<file path="src/design/nsch_ram.sv">
module nsch_ram #(
    parameter int WIDTH = 64,
    parameter int DEPTH = 8
) (
    input  logic                                     clk,
    input  logic                                     we,
    input  logic [((DEPTH > 1) ? $clog2(DEPTH) : 1)-1:0] waddr,
    input  logic [WIDTH-1:0]                         wdata,
    input  logic [((DEPTH > 1) ? $clog2(DEPTH) : 1)-1:0] raddr,
    output logic [WIDTH-1:0]                         rdata
);

    logic [WIDTH-1:0] mem_reg [DEPTH];
    logic [WIDTH-1:0] rdata_reg;

    // One write port, one read port with the read data registered.
    always_ff @(posedge clk)
    begin
        if (we)
        begin
            mem_reg[waddr] <= wdata;
        end
        rdata_reg <= mem_reg[raddr];
    end

    assign rdata = rdata_reg;

endmodule

</file>
<file path="config.mk">
export PLATFORM = sky130hd
export DESIGN_NAME = nsch_ram
export DESIGN_NICKNAME = d
export VERILOG_FILES = /design/src/design/nsch_ram.sv
export SDC_FILE = /design/constraint.sdc
export NUM_CORES = 1
export LEC_CHECK = 0
export BUFFER_PORTS_ARGS = -buffer_cell sky130_fd_sc_hd__buf_2
export CAP_MARGIN = 20
export CELL_PAD_IN_SITES_DETAIL_PLACEMENT = 1
export CELL_PAD_IN_SITES_GLOBAL_PLACEMENT = 1
export CORE_ASPECT_RATIO = 1.4
export CORE_MARGIN = 5
export CORE_UTILIZATION = 53
export DETAILED_ROUTE_END_ITERATION = 12
export GPL_TIMING_DRIVEN = 0
export PLACE_DENSITY_LB_ADDON = 0.05
export SLEW_MARGIN = 10
export SYNTH_ARGS = -nofsm -noshare
export SYNTH_HDL_FRONTEND = slang
export SYNTH_SLANG_ARGS = --single-unit
</file>
<file path="constraint.sdc">
create_clock -name clk -period 9.15 [get_ports clk]
set_clock_uncertainty 0.05 [all_clocks]
set_input_delay 1.83 -clock clk [delete_from_list [all_inputs] [get_ports clk]]
set_output_delay 1.83 -clock clk [all_outputs]
set_load 0.01 [all_outputs]
</file>
==> summary.txt <==
=============================================================================
Source of the worst hold timing path ........................... mem_reg[5][32]$_DFFE_PP_
Average instance area after synthesis ..........................     25.2 µm²
Setup repair after global routing missed its margin ............        false
Final hold viol count ..........................................            0
Hold Path Stages ...............................................            2
Setup slack on the worst flop-to-flop path .....................      7.79 ns
Max reg flops ..................................................          512
Standard-cell rows .............................................           85
Share of post-route cells with drive strength above 1 ..........        42.9%
Library cell used as clock root buffer .........................    clkbuf_16
Vias after detailed routing ....................................         8918
Nets@finish ....................................................         1109
Final critical-path share of the clock period ..................        38.1%
Clock-pin transition on the worst setup and hold timing paths ..      0.06 ns
Crit Reg-Reg Startpoint ........................................ mem_reg[6][25]$_DFFE_PP_
Max-cap violations .............................................            0
Syn Std Cell Area ..............................................    20500 µm²
CP Launch Type .................................................    input pin
Detailed Place HPWL ............................................     27300 µm
Critical path peak fanout ......................................           10
Worst-case setup slack after placement .........................      5.12 ns
Met3 demand-to-capacity share in global routing ................        3.52%
Remaining antenna violation count after routing ................            0
Unique masters post-synth ......................................           13
Status ......................................................... complete, no violations
Pin count of the biggest net entering global routing ...........           22
Headroom to the max-slew limit .................................        28.9%
Capture point of the worst reg-to-reg path ..................... rdata[25]$_DFF_P_
Leakage power ..................................................   0.00801 µW
Ports placed on the boundary ...................................          136
Total negative slack for setup checks ..........................         0 ns
Setup violations, final ........................................            0
TritonRoute pass-1 iters .......................................            7
Critical path data arrival time ................................      3.69 ns
Slew @ Worst Pin ...............................................      1.06 ns
Routability congestion estimate ................................        0.704
Max Fclk .......................................................      287 MHz
Stage delay of the slowest cell on the critical path ...........      0.86 ns
Vias per inst ..................................................         5.57
Average wire length per cell after detail routing ..............      26.5 µm
Num CTS Buffers ................................................           53
Detailed Route Iter0 Violations ................................          562
PwrDens ........................................................   224 nW/µm²
Worst hold-check path type ..................................... flip-flop to flip-flop
GRT Max-Usage Layer ............................................         met2
Worst path required time .......................................      9.36 ns
Setup Fix Bufs, Post-CTS .......................................            0
Number of slew-limit violations in the final report ............            0
Endpoint with the worst hold slack ............................. rdata[32]$_DFF_P_
Synthesized Nets ...............................................          888
Number of enable flip-flop cells after synthesis ...............          512
Routed wire length .............................................     42400 µm
Die Width ......................................................       176 µm
Initial antenna violation count ................................            5
Count of fill cells added during filler insertion ..............         3078
Global-route met2 utilization ..................................        35.0%
Total Routing Usage GR .........................................        20.2%
Number of I/O port buffers .....................................          132
Die area .......................................................    42900 µm²
Flip-flop and latch count after synthesis ......................          576
Layout-stage area growth over the synthesis result .............        17.5%
Minimum clock period after layout ..............................      3.48 ns
Core ar. .......................................................    38400 µm²
Clock tree from TritonCTS ......................................          yes
Critical Path Sink Type ........................................    flip-flop
Crit-path cells ................................................ buf_2 -> nand2b_1 -> nor3_2 -> buf_4 -> buf_4
Post-synthesis sequential area ratio ...........................        81.1%
Most repeated library cell on the critical path ................        buf_4
Maximum level of the CTS H-tree ................................            2
Effective utilization at floorplan .............................        53.5%
Register-to-Register Path Depth ................................            2
Number of gates resized after CTS ..............................            0
Wire length of the first global-routing pass ...................     63900 µm
Final worst slack ..............................................      5.67 ns
Critical path buffer and inverter count ........................            3
Max stage delay cell, worst path ...............................       nor3_2
Asr flop ratio synth ...........................................           0%
Peak VDD IR ....................................................     0.185 mV
GR met1 Demand/Resource ........................................        27.3%
Area share of the leading cell type in the synthesized netlist .        74.8%
Total gr overflow ..............................................            0
Vert. Die Dim ..................................................       243 µm
Crit path max-delay family ..................................... simple AND/OR/NAND/NOR gates
Max Root-Sink Buffers ..........................................            3
Cell count after synthesis .....................................          816
Count of yosys warnings during synthesis .......................            0
Vias in the first global route .................................        10071
Hold-fix buffers at CTS ........................................            0
Total clock sinks ..............................................          576
WS Path Type ................................................... input pin to flip-flop
Post-route DRC violation count .................................            0
Synth top area cells ........................................... edfxtp_1, mux4_2, dfxtp_1, mux2_2, buf_6
Clock insertion delay at the later pin of the skew report ......      0.57 ns
Largest area contributor in the synthesized netlist ............     edfxtp_1
Predominant post-synthesis flop cell ...........................     edfxtp_1
=============================================================================
==> cell families (layout without fill, tap and decap cells) <==
| group | count (synthesis) | after routing | synth area share (%) |
|---|---|---|---|
| buffers and inverters | 35 | 296 | 1.11 |
| flip-flops | 576 | 576 | 81.1 |
| AND/OR/NAND/NOR | 13 | 13 | 0.286 |
| other | 0 | 1 | 0 |
| multiplexers | 192 | 192 | 17.5 |
==> Yosys cell counts, types with 3 or more instances <==
cell type and n:
buf_4 3, buf_1 9, nor2_1 6, buf_2 3, mux4_2 128, clkbuf_1 9
mux2_2 64, buf_6 11, dfxtp_1 64, edfxtp_1 512, nand2b_1 3
==> worst max-delay path by stage <==
stage | start | cells after the start | end | slack, ns
after floorplan | waddr[2] | 2 | mem_reg[0][0]$_DFFE_PP_ | 2.17
after global placement | waddr[2] | 3 | mem_reg[0][50]$_DFFE_PP_ | -2.83
after detailed placement | we | 6 | mem_reg[4][45]$_DFFE_PP_ | 5.12
after CTS | waddr[2] | 5 | mem_reg[0][60]$_DFFE_PP_ | 5.70
after global routing | waddr[2] | 5 | mem_reg[0][58]$_DFFE_PP_ | 5.58
final | waddr[2] | 5 | mem_reg[0][60]$_DFFE_PP_ | 5.67
==> power by group <==
group | total [µW] | switching, µW | internal (µW)
combinational | 306 | 159 | 147
clock | 2100 | 895 | 1210
sequential | 3000 | 31.0 | 2970
==> area by class of cell <==
class                      instances  area (µm²)  area share [%]
tap                              522         653            2.70
timing repair buffer             166        1230            5.08
sequential                       576       16700            69.0
clock buffer                      67        1420            5.88
antenna                            1        2.50          0.0104
buffer                            35         229           0.948
clock inverter                    28         243            1.01
multi-input combinational        205        3720            15.4
==> through the flow <==
stage          hold WS, ns  std cells  instance area [µm²]  utilization, %  total power (µW)
2_1_floorplan        0.607        816                20500               -              3220
3_3_place_gp         0.611       1470                21900            56.9              3340
3_5_place_dp         0.622       1504                22500            58.6              3370
4_1_cts              0.635       1599                24100            62.9              5470
5_1_grt              0.652       1599                24100            62.9              5610
6_report             0.632       1600                24100            62.9              5410
==> cells in the final DEF, fill, tap and decap left out, types with 6 or more instances in the layout <==
cell,instances
dfxtp_1,64
buf_16,9
clkbuf_16,53
buf_4,14
buf_12,9
clkinv_2,15
mux4_2,128
mux2_2,64
buf_6,16
buf_2,135
clkbuf_1,19
clkinv_1,6
nor2_4,6
edfxtp_1,512
buf_1,9
==> tightest hold or removal path, stage by stage (launching register included) <==
cell,delay [ns]
edfxtp_1,0.31
mux4_2,0.21
mux2_2,0.13
==> metal layers <==
layer | wire length (µm) | up-vias
met1 | 17300 | 4759
met3 | 1820 | 58
met5 | 48 | -
met2 | 22500 | 203
li1 | - | 3890
met4 | 681 | 8
Power figures use the tool's default switching activity.
